===== src/rtl/kdm_pkg.sv =====
// shared types, constants and helpers for the median-split 3-d tree builder
package kdm_pkg;

    localparam int MAX_POINTS  = 64;
    localparam int COORD_W     = 32;
    localparam int NUM_AXES    = 3;
    localparam int IDX_W       = $clog2(MAX_POINTS);
    localparam int CNT_W       = IDX_W + 1;
    localparam int SLOT_W      = 7;
    localparam int AXIS_W      = 2;
    localparam int STACK_DEPTH = 8;
    localparam int SP_W        = $clog2(STACK_DEPTH);
    localparam int TOP_W       = SP_W + 1;

    typedef logic [AXIS_W-1:0] axis_t;
    localparam axis_t AXIS_X = 2'd0;
    localparam axis_t AXIS_Y = 2'd1;
    localparam axis_t AXIS_Z = 2'd2;

    typedef logic [IDX_W-1:0] idx_t;
    typedef logic [CNT_W-1:0] cnt_t;
    typedef logic [SLOT_W-1:0] slot_t;
    typedef logic [NUM_AXES-1:0][COORD_W-1:0] pt_t;

    typedef struct packed {
        logic signed [COORD_W-1:0] x_coord;
        logic signed [COORD_W-1:0] y_coord;
        logic signed [COORD_W-1:0] z_coord;
        logic                      last_point;
    } in_t;

    typedef struct packed {
        logic [6:0]                node_slot;
        logic [5:0]                point_id;
        logic signed [COORD_W-1:0] node_x;
        logic signed [COORD_W-1:0] node_y;
        logic signed [COORD_W-1:0] node_z;
        logic                      has_left;
        logic                      has_right;
        logic                      last_node;
    } out_t;

    typedef struct packed {
        slot_t slot;
        idx_t  lo;
        idx_t  hi;
        axis_t axis;
    } rng_t;

    typedef enum logic [5:0] {
        ST_IDLE, ST_SORT_ROW, ST_SORT_RUN, ST_SORT_DRAIN, ST_SORT_WR,
        ST_BLD_ROOT, ST_POP, ST_MED_RD, ST_MED_CAP, ST_MED_PT,
        ST_EM_LEAF, ST_EM_ONE, ST_EM_TWO,
        ST_AL_RD, ST_AL_CAP, ST_AL_PT, ST_AL_EM,
        ST_AR_RD, ST_AR_CAP, ST_AR_PT, ST_AR_EM,
        ST_SPLIT_INIT, ST_SC_START, ST_SC_RD, ST_SC_CAP, ST_SC_PT, ST_SC_WR,
        ST_SC_MED, ST_CP_RD, ST_CP_WR, ST_SP_NEXT, ST_SP_EMIT,
        ST_PUSH_R, ST_PUSH_L, ST_FINISH
    } state_t;

    typedef enum logic [1:0] {LA_MID, LA_LO, LA_HI, LA_SCAN} laddr_t;
    typedef enum logic [1:0] {CAP_NONE, CAP_MED, CAP_AUX_AXIS, CAP_AUX_WHICH} cap_t;
    typedef enum logic [2:0] {EM_NONE, EM_LEAF, EM_MED_L, EM_MED_LR, EM_LEFT, EM_RIGHT} emit_t;

    typedef struct packed {
        logic   load;
        logic   sorting;
        logic   sort_start;
        logic   sort_row;
        logic   sort_step;
        logic   sort_write;
        logic   push_root;
        logic   pop;
        laddr_t laddr;
        cap_t   cap;
        emit_t  emit;
        logic   split_init;
        logic   split_next;
        logic   scan_init;
        logic   scan_write;
        logic   med_write;
        logic   copy_write;
        logic   push_right;
        logic   push_left;
        logic   finish;
    } cmd_t;

    typedef struct packed {
        logic i_last;
        logic j_last;
        logic stack_empty;
        logic span0;
        logic span1;
        logic span2;
        logic scan_last;
        logic copy_last;
        logic split_last;
        logic emit_ok;
        logic out_free;
    } sts_t;

    function automatic axis_t axis_inc(input axis_t a);
        axis_t r;
        case (a)
            AXIS_X:  r = AXIS_Y;
            AXIS_Y:  r = AXIS_Z;
            default: r = AXIS_X;
        endcase
        return r;
    endfunction

    function automatic logic signed [COORD_W-1:0] coord_of(input pt_t p, input axis_t a);
        logic signed [COORD_W-1:0] r;
        case (a)
            AXIS_X:  r = $signed(p[0]);
            AXIS_Y:  r = $signed(p[1]);
            default: r = $signed(p[2]);
        endcase
        return r;
    endfunction

    // order by coordinate, then by load index
    function automatic logic key_less(input logic signed [COORD_W-1:0] a,
                                      input logic signed [COORD_W-1:0] b,
                                      input idx_t ia, input idx_t ib);
        return (a < b) || ((a == b) && (ia < ib));
    endfunction

endpackage


===== src/rtl/kdm_ctrl.sv =====
// sequencer for loading, sorting and tree construction
module kdm_ctrl (
    input  logic            aclk,
    input  logic            aresetn,
    input  logic            s_valid,
    input  logic            last_point,
    output logic            s_ready,
    input  kdm_pkg::sts_t   sts,
    output kdm_pkg::cmd_t   cmd
);

    kdm_pkg::state_t state_reg, state_next;

    always_ff @(posedge aclk) begin
        if (!aresetn) begin
            state_reg <= kdm_pkg::ST_IDLE;
        end else begin
            state_reg <= state_next;
        end
    end

    always_comb begin
        state_next = state_reg;
        case (state_reg)
            kdm_pkg::ST_IDLE: begin
                if (s_valid && last_point) state_next = kdm_pkg::ST_SORT_ROW;
            end
            kdm_pkg::ST_SORT_ROW:   state_next = kdm_pkg::ST_SORT_RUN;
            kdm_pkg::ST_SORT_RUN: begin
                if (sts.j_last) state_next = kdm_pkg::ST_SORT_DRAIN;
            end
            kdm_pkg::ST_SORT_DRAIN: state_next = kdm_pkg::ST_SORT_WR;
            kdm_pkg::ST_SORT_WR: begin
                state_next = sts.i_last ? kdm_pkg::ST_BLD_ROOT : kdm_pkg::ST_SORT_ROW;
            end
            kdm_pkg::ST_BLD_ROOT:   state_next = kdm_pkg::ST_POP;
            kdm_pkg::ST_POP: begin
                state_next = sts.stack_empty ? kdm_pkg::ST_FINISH : kdm_pkg::ST_MED_RD;
            end
            kdm_pkg::ST_MED_RD:     state_next = kdm_pkg::ST_MED_CAP;
            kdm_pkg::ST_MED_CAP:    state_next = kdm_pkg::ST_MED_PT;
            kdm_pkg::ST_MED_PT: begin
                if (sts.span0)      state_next = kdm_pkg::ST_EM_LEAF;
                else if (sts.span1) state_next = kdm_pkg::ST_EM_ONE;
                else if (sts.span2) state_next = kdm_pkg::ST_EM_TWO;
                else                state_next = kdm_pkg::ST_SPLIT_INIT;
            end
            kdm_pkg::ST_EM_LEAF: begin
                if (sts.emit_ok) state_next = kdm_pkg::ST_POP;
            end
            kdm_pkg::ST_EM_ONE, kdm_pkg::ST_EM_TWO: begin
                if (sts.emit_ok) state_next = kdm_pkg::ST_AL_RD;
            end
            kdm_pkg::ST_AL_RD:  state_next = kdm_pkg::ST_AL_CAP;
            kdm_pkg::ST_AL_CAP: state_next = kdm_pkg::ST_AL_PT;
            kdm_pkg::ST_AL_PT:  state_next = kdm_pkg::ST_AL_EM;
            kdm_pkg::ST_AL_EM: begin
                if (sts.emit_ok) state_next = sts.span2 ? kdm_pkg::ST_AR_RD : kdm_pkg::ST_POP;
            end
            kdm_pkg::ST_AR_RD:  state_next = kdm_pkg::ST_AR_CAP;
            kdm_pkg::ST_AR_CAP: state_next = kdm_pkg::ST_AR_PT;
            kdm_pkg::ST_AR_PT:  state_next = kdm_pkg::ST_AR_EM;
            kdm_pkg::ST_AR_EM: begin
                if (sts.emit_ok) state_next = kdm_pkg::ST_POP;
            end
            kdm_pkg::ST_SPLIT_INIT: state_next = kdm_pkg::ST_SC_START;
            kdm_pkg::ST_SC_START:   state_next = kdm_pkg::ST_SC_RD;
            kdm_pkg::ST_SC_RD:      state_next = kdm_pkg::ST_SC_CAP;
            kdm_pkg::ST_SC_CAP:     state_next = kdm_pkg::ST_SC_PT;
            kdm_pkg::ST_SC_PT:      state_next = kdm_pkg::ST_SC_WR;
            kdm_pkg::ST_SC_WR: begin
                state_next = sts.scan_last ? kdm_pkg::ST_SC_MED : kdm_pkg::ST_SC_RD;
            end
            kdm_pkg::ST_SC_MED:     state_next = kdm_pkg::ST_CP_RD;
            kdm_pkg::ST_CP_RD:      state_next = kdm_pkg::ST_CP_WR;
            kdm_pkg::ST_CP_WR: begin
                if (!sts.copy_last)     state_next = kdm_pkg::ST_CP_RD;
                else if (sts.split_last) state_next = kdm_pkg::ST_SP_EMIT;
                else                    state_next = kdm_pkg::ST_SP_NEXT;
            end
            kdm_pkg::ST_SP_NEXT:    state_next = kdm_pkg::ST_SC_START;
            kdm_pkg::ST_SP_EMIT: begin
                if (sts.emit_ok) state_next = kdm_pkg::ST_PUSH_R;
            end
            kdm_pkg::ST_PUSH_R:     state_next = kdm_pkg::ST_PUSH_L;
            kdm_pkg::ST_PUSH_L:     state_next = kdm_pkg::ST_POP;
            kdm_pkg::ST_FINISH: begin
                if (sts.out_free) state_next = kdm_pkg::ST_IDLE;
            end
            default: state_next = kdm_pkg::ST_IDLE;
        endcase
    end

    always_comb begin
        cmd     = '0;
        s_ready = 1'b0;
        case (state_reg)
            kdm_pkg::ST_IDLE: begin
                s_ready        = 1'b1;
                cmd.load       = s_valid;
                cmd.sort_start = 1'b1;
            end
            kdm_pkg::ST_SORT_ROW: begin
                cmd.sorting  = 1'b1;
                cmd.sort_row = 1'b1;
            end
            kdm_pkg::ST_SORT_RUN: begin
                cmd.sorting   = 1'b1;
                cmd.sort_step = 1'b1;
            end
            kdm_pkg::ST_SORT_DRAIN: cmd.sorting = 1'b1;
            kdm_pkg::ST_SORT_WR: begin
                cmd.sorting    = 1'b1;
                cmd.sort_write = 1'b1;
            end
            kdm_pkg::ST_BLD_ROOT:   cmd.push_root = 1'b1;
            kdm_pkg::ST_POP:        cmd.pop = !sts.stack_empty;
            kdm_pkg::ST_MED_RD:     cmd.laddr = kdm_pkg::LA_MID;
            kdm_pkg::ST_MED_CAP:    cmd.cap = kdm_pkg::CAP_MED;
            kdm_pkg::ST_EM_LEAF:    cmd.emit = kdm_pkg::EM_LEAF;
            kdm_pkg::ST_EM_ONE:     cmd.emit = kdm_pkg::EM_MED_L;
            kdm_pkg::ST_EM_TWO:     cmd.emit = kdm_pkg::EM_MED_LR;
            kdm_pkg::ST_AL_RD:      cmd.laddr = kdm_pkg::LA_LO;
            kdm_pkg::ST_AL_CAP:     cmd.cap = kdm_pkg::CAP_AUX_AXIS;
            kdm_pkg::ST_AL_EM:      cmd.emit = kdm_pkg::EM_LEFT;
            kdm_pkg::ST_AR_RD:      cmd.laddr = kdm_pkg::LA_HI;
            kdm_pkg::ST_AR_CAP:     cmd.cap = kdm_pkg::CAP_AUX_AXIS;
            kdm_pkg::ST_AR_EM:      cmd.emit = kdm_pkg::EM_RIGHT;
            kdm_pkg::ST_SPLIT_INIT: cmd.split_init = 1'b1;
            kdm_pkg::ST_SC_START:   cmd.scan_init = 1'b1;
            kdm_pkg::ST_SC_RD:      cmd.laddr = kdm_pkg::LA_SCAN;
            kdm_pkg::ST_SC_CAP:     cmd.cap = kdm_pkg::CAP_AUX_WHICH;
            kdm_pkg::ST_SC_WR:      cmd.scan_write = 1'b1;
            kdm_pkg::ST_SC_MED:     cmd.med_write = 1'b1;
            kdm_pkg::ST_CP_WR:      cmd.copy_write = 1'b1;
            kdm_pkg::ST_SP_NEXT:    cmd.split_next = 1'b1;
            kdm_pkg::ST_SP_EMIT:    cmd.emit = kdm_pkg::EM_MED_LR;
            kdm_pkg::ST_PUSH_R:     cmd.push_right = 1'b1;
            kdm_pkg::ST_PUSH_L:     cmd.push_left = 1'b1;
            kdm_pkg::ST_FINISH:     cmd.finish = 1'b1;
            default: ;
        endcase
    end

endmodule


===== config.mk =====
export PLATFORM = sky130hd
export DESIGN_NAME = kdm_ctrl
export DESIGN_NICKNAME = d
export VERILOG_FILES = /design/src/rtl/kdm_pkg.sv /design/src/rtl/kdm_ctrl.sv
export SDC_FILE = /design/constraint.sdc
export NUM_CORES = 1
export LEC_CHECK = 0
export ABC_AREA = 1
export BUFFER_PORTS_ARGS = -buffer_cell sky130_fd_sc_hd__buf_2
export CAP_MARGIN = 25
export CORE_AREA = 2 2 53 55
export CTS_CLUSTER_DIAMETER = 150
export DETAILED_ROUTE_END_ITERATION = 6
export DIE_AREA = 0 0 55 57
export GPL_TIMING_DRIVEN = 0
export PLACE_DENSITY = 0.78
export SLEW_MARGIN = 5
export SYNTH_ARGS = -nofsm -noshare
export SYNTH_HDL_FRONTEND = slang
export SYNTH_SLANG_ARGS = --single-unit

===== constraint.sdc =====
create_clock -name aclk -period 1.6 [get_ports aclk]
set_input_delay 0.08 -clock aclk [delete_from_list [all_inputs] [get_ports aclk]]
set_output_delay 0.08 -clock aclk [all_outputs]
set_load 0.02 [all_outputs]

=== Yosys cells after proc, flatten, opt, wreduce, memory -nomap -nowiden ===
Cells that the tools add are included.

* Flip-flop bits (word level): 6
* Bits of input ports: 15
* Word-level logic and storage cells: 90

* Equal/unequal tests: 41
* Muxes and demuxes: 37
* Reduce and logical (&&, ||, !) cells: 11

{| class="wikitable"
|+ Operator list
! cell !! count
|-
| case mux 6 bit (31 select lines) || 1
|-
| == test 6 x 5 -> 1 bit, second input constant || 16
|-
| == test 6 x 4 -> 1 bit, second input constant || 8
|-
| 2-to-1 mux 6 bit || 8
|-
| == test 6 x 3 -> 1 bit, second input constant || 4
|-
| 2-to-1 mux 5 bit || 4
|-
| == test 6 bit, second input constant || 3
|-
| 2-to-1 mux 1 bit || 18
|-
| case mux 3 bit (5 select lines) || 1
|-
| == test 6 x 2 -> 1 bit, second input constant || 2
|-
| inequality test 2 bit, second input constant || 6
|-
| case mux 2 bit (3 select lines) || 2
|-
| OR reduction 2 bit || 6
|-
| AND reduction 7 bit || 1
|-
| == test 6 x 1 -> 1 bit, second input constant || 1
|-
| zero test 6 bit || 1
|-
| 2-to-1 mux 4 bit || 1
|-
| OR reduction 4 bit || 1
|-
| 2-to-1 mux 3 bit || 1
|-
| 2-to-1 mux 2 bit || 1
|-
| inequality test 2 x 1 -> 1 bit, second input constant || 1
|-
| logical AND 1 bit || 1
|-
| zero test 1 bit || 1
|}

=== Depth between registers and ports, before layout ===
* Depth in word-level cells: 4
* Depth in mapped cells: 11
* Gate-level depth less buffers: 11

=== Least setup slack after synthesis ===
OpenSTA, ideal clock, no wires.

* Path type: reg2reg
* Start: reg state_reg[2]
* End: reg state_reg[2]
* Arrival: 1.361 ns
* Required time: 1.530 ns
* Path slack: 0.169 ns
* Stages on the path, launching flop included: 11
* Path buffers: 1
* Clock period less this slack: 1.431 ns
* Cell sequence: dfxtp_1 -> nor2_1 -> buf_2 -> nand3_2 -> inv_2 -> nand2_1 -> o21ai_1 -> nor2_1 -> nand2_2 -> nand2_1 -> a21oi_1

* Cells in the longest elaborated chain, start to end: 4

{| class="wikitable"
|+ RTL lines
! what !! line !! text
|-
| from (decl) || kdm_ctrl.sv:12 || <nowiki>kdm_pkg::state_t state_reg, state_next;</nowiki>
|-
| from (signal assigned) || kdm_ctrl.sv:16 || <nowiki>state_reg <= kdm_pkg::ST_IDLE;</nowiki>
|-
| from (signal assigned) || kdm_ctrl.sv:18 || <nowiki>state_reg <= state_next;</nowiki>
|-
| == test 6 x 4 -> 1 bit / == test 6 x 5 -> 1 bit (equally long branches) || kdm_ctrl.sv:24 || <nowiki>case (state_reg)</nowiki>
|-
| OR reduction 2 bit, on equally long branches || n/a ||
|-
| inequality test 2 bit (no source line) / inequality test 2 x 1 -> 1 bit (equally long branches) || n/a ||
|-
| AND reduction 7 bit (no source line) || n/a ||
|}

Parallel ways exist; a longest one is shown, timed or not.
A chain may end at the register's enable or synchronous reset.

==> summary.txt <==
Outcome
  • Status: finished, final reports clean

Power
  • Worst vdd ir: 0.6369 mV
  • Cell Pwr Density: 774.2 mW/mm2
  • Leak: 1.091 nW

Routing
  • Routed vias: 1640
  • Final ANT Viol Nets: 0
  • Routed len/inst: 12.42 um
  • WL final: 3.924 mm
  • Vias per inst: 5.190
  • # DRC: 0
  • Iter 0 DRT Violations: 34
  • First-pass iteration count of the detailed router: 4

Timing
  • Fin crit period: 1.582 ns
  • Worst setup margin: 0.01787 ns
  • Hold Slack: 0.1609 ns
  • Final setup viols: 0
  • Period utilisation layout: 0.9888
  • Slew @ Worst Pin: 0.2979 ns
  • Worst Skew: 0.004826 ns
  • Hold Violations, Final: 0
  • Highest clock rate: 0.6321 GHz
  • Slew margin rel.: 0.8010
  • RSZ-0062 raised after global routing: yes
  • Slew Limit Fails: 0

Placed design
  • PortBufs: 39
  • Gpl congestion: 0.9745
  • Hpwl dp: 2.832 mm
  • Pre-CTS WS: -0.1177 ns

CTS
  • Clock sink count: 6
  • Worst-Skew Late Latency: 0.24 ns
  • CTS tree: done
  • # hold bufs at CTS: 0
  • Clk slew on worst S/H paths: 0.04 ns
  • Total CTS buffers: 3
  • Root buf cell: clkbuf_4
  • Worst-case clock buffer depth: 2
  • H-tree Lvls: 1

Floorplanning
  • Die area: 0.003135 mm2
  • Die Ht: 57 um
  • Die width: 55 um
  • Initial core utilization: 0.4225
  • I/O pin cnt: 40
  • Core Region: 0.002615 mm2
  • # rows: 19

Final layout
  • Most frequent cells in the layout: nand2_1 (66), buf_2 (40), inv_1 (34)
  • Fill cell count: 274
  • Commonest non-fill, non-tap cell in the layout: nand2_1
  • Area taken by multi-input logic gates: 919.6 um2
  • Fraction of layout cells with a size suffix above 1: 0.3860
  • Layout area overhead: 50.85%
  • ANT cells: 0
  • Largest register FFs: 6
  • Final net count: 302
  • FF/Latch Area: 140.1 um2

GRT
  • First-pass GRT wire length: 5.595 mm
  • Initial antenna violation count: 0
  • Gr ovfl total: 0
  • Vias in the first global route: 1284
  • Largest net degree at the start of global routing: 11
  • Global Route Usage Sum: 0.2355

Critical path
  • Buf/Inv on CP: 2
  • Kind of critical path: reg2out
  • Startpoint types: register
  • Critical Path Sink Type: primary output
  • Critical Path RT: 1.52 ns
  • CP Cell Sequence: nor2_4 -> buf_6 -> nand3_1 -> nand2_1 -> a31oi_1 -> nand2_1 -> buf_4
  • Crit-path leading delay family: simple AND/OR/NAND/NOR gates
  • Most used cell, CP: nand2_1
  • Worst-path fanout max: 9
  • Worst path arrival time: 1.50 ns
  • Critical path's largest stage delay: 0.36 ns
  • Max stage delay cell, worst path: dfxtp_4

Synth
  • Syn avg cell area: 4.867 um2
  • Number of distinct library cells after synthesis: 24
  • Seq cells post-synth: 6
  • Syn nets: 242
  • Seq/Total Area, Yosys: 0.1087
  • Mapped cell area: 0.001105 mm2
  • Gate Count Post-Synth: 227
  • Synth Warn #: 0

Min path
  • Worst min path class: in2reg

Flow run
  • Max-Cap Viols: 0
## cells by family after synthesis
| logic type | count (synthesis) | synth area share |
|---|---|---|
| flip-flops | 6 | 0.1087 |
| buffers and inverters | 48 | 0.1812 |
| AO/OA/AOI/OAI | 15 | 0.07701 |
| AND/OR/NAND/NOR | 158 | 0.6331 |
## cell usage after synthesis (all sizes together)
library cell  number  area (um2)
a31oi              1       6.260
dfxtp              6       120.1
nand3             36       190.2
clkinv             1       3.750
nor4               1       6.260
o211ai             2       15.01
a21oi              8       43.79
and2               1       6.260
nand4              5       31.28
inv               42       157.7
nor3               1       5.000
nor2              42       182.7
o21ai              4       20.02
buf                5       38.78
nand2             72       277.8
## layout make-up
| type | instances | share of cell area |
|---|---|---|
| multi-input cells | 173 | 0.5518 |
| repair buffers | 55 | 0.1982 |
| inverters | 43 | 0.09985 |
| flip-flops and latches | 6 | 0.08408 |
| plain buffers | 5 | 0.02928 |
| well taps | 31 | 0.02327 |
| clock buffers | 3 | 0.01351 |
## per-stage QoR
step | utilization | std cells | cell area (um2) | setup TNS (ns) | power (W)
2_1_floorplan | - | 227 | 1105 | 0 | 0.0007492
3_3_place_gp | 0.5120 | 297 | 1339 | -0.4754 | 0.0009393
3_5_place_dp | 0.5120 | 297 | 1339 | -0.5758 | 0.0009467
4_1_cts | 0.5402 | 302 | 1413 | 0 | 0.001122
5_1_grt | 0.6373 | 316 | 1667 | -0.2007 | 0.001380
6_report | 0.6373 | 316 | 1667 | 0 | 0.001290
## tightest hold or removal path, delay by kind of cell
family / cells / cell delay [ns]
AO/OA/AOI/OAI: 1 / 0.06
buffers and inverters: 2 / 0.11
AND/OR/NAND/NOR: 1 / 0.09
## final timing paths
path / start / to / slack (ns) / depth (start not counted)
setup / recovery: state_reg[4]$_SDFFE_PN0P_ / cmd[22] / 0.02 / 7
hold reg to reg: state_reg[4]$_SDFFE_PN0P_ / state_reg[4]$_SDFFE_PN0P_ / 0.52 / 2
setup reg to reg: state_reg[4]$_SDFFE_PN0P_ / state_reg[3]$_SDFFE_PN0P_ / 0.05 / 9
hold / removal: sts[0] / state_reg[5]$_SDFFE_PN0P_ / 0.16 / 4
## per-layer routing
| metal | vias to the layer above | global-route usage | part of all wire |
|---|---|---|---|
| met4 | 0 | 0.08014 | 0.017 |
| li1 | 827 | - | - |
| met5 | - | 0 | 0 |
| met1 | 732 | 0.3241 | 0.42 |
| met3 | 6 | 0.01832 | 0.068 |
| met2 | 75 | 0.3810 | 0.49 |
## where the power goes
group | total, W | switching [W] | internal (W)
Clock | 0.000134 | 0.0000494 | 0.0000845
Sequential | 0.000235 | 0.0000554 | 0.000179
Combinational | 0.000922 | 0.000573 | 0.000349
## what timing repair did
action                                  CTS  global route
setup buffers                             2            12
resized for setup                        13            44
endpoints found under the setup margin   21            16
cloned                                    0             2
pin swaps                                 1             9
(Power assumes the default switching activity.)
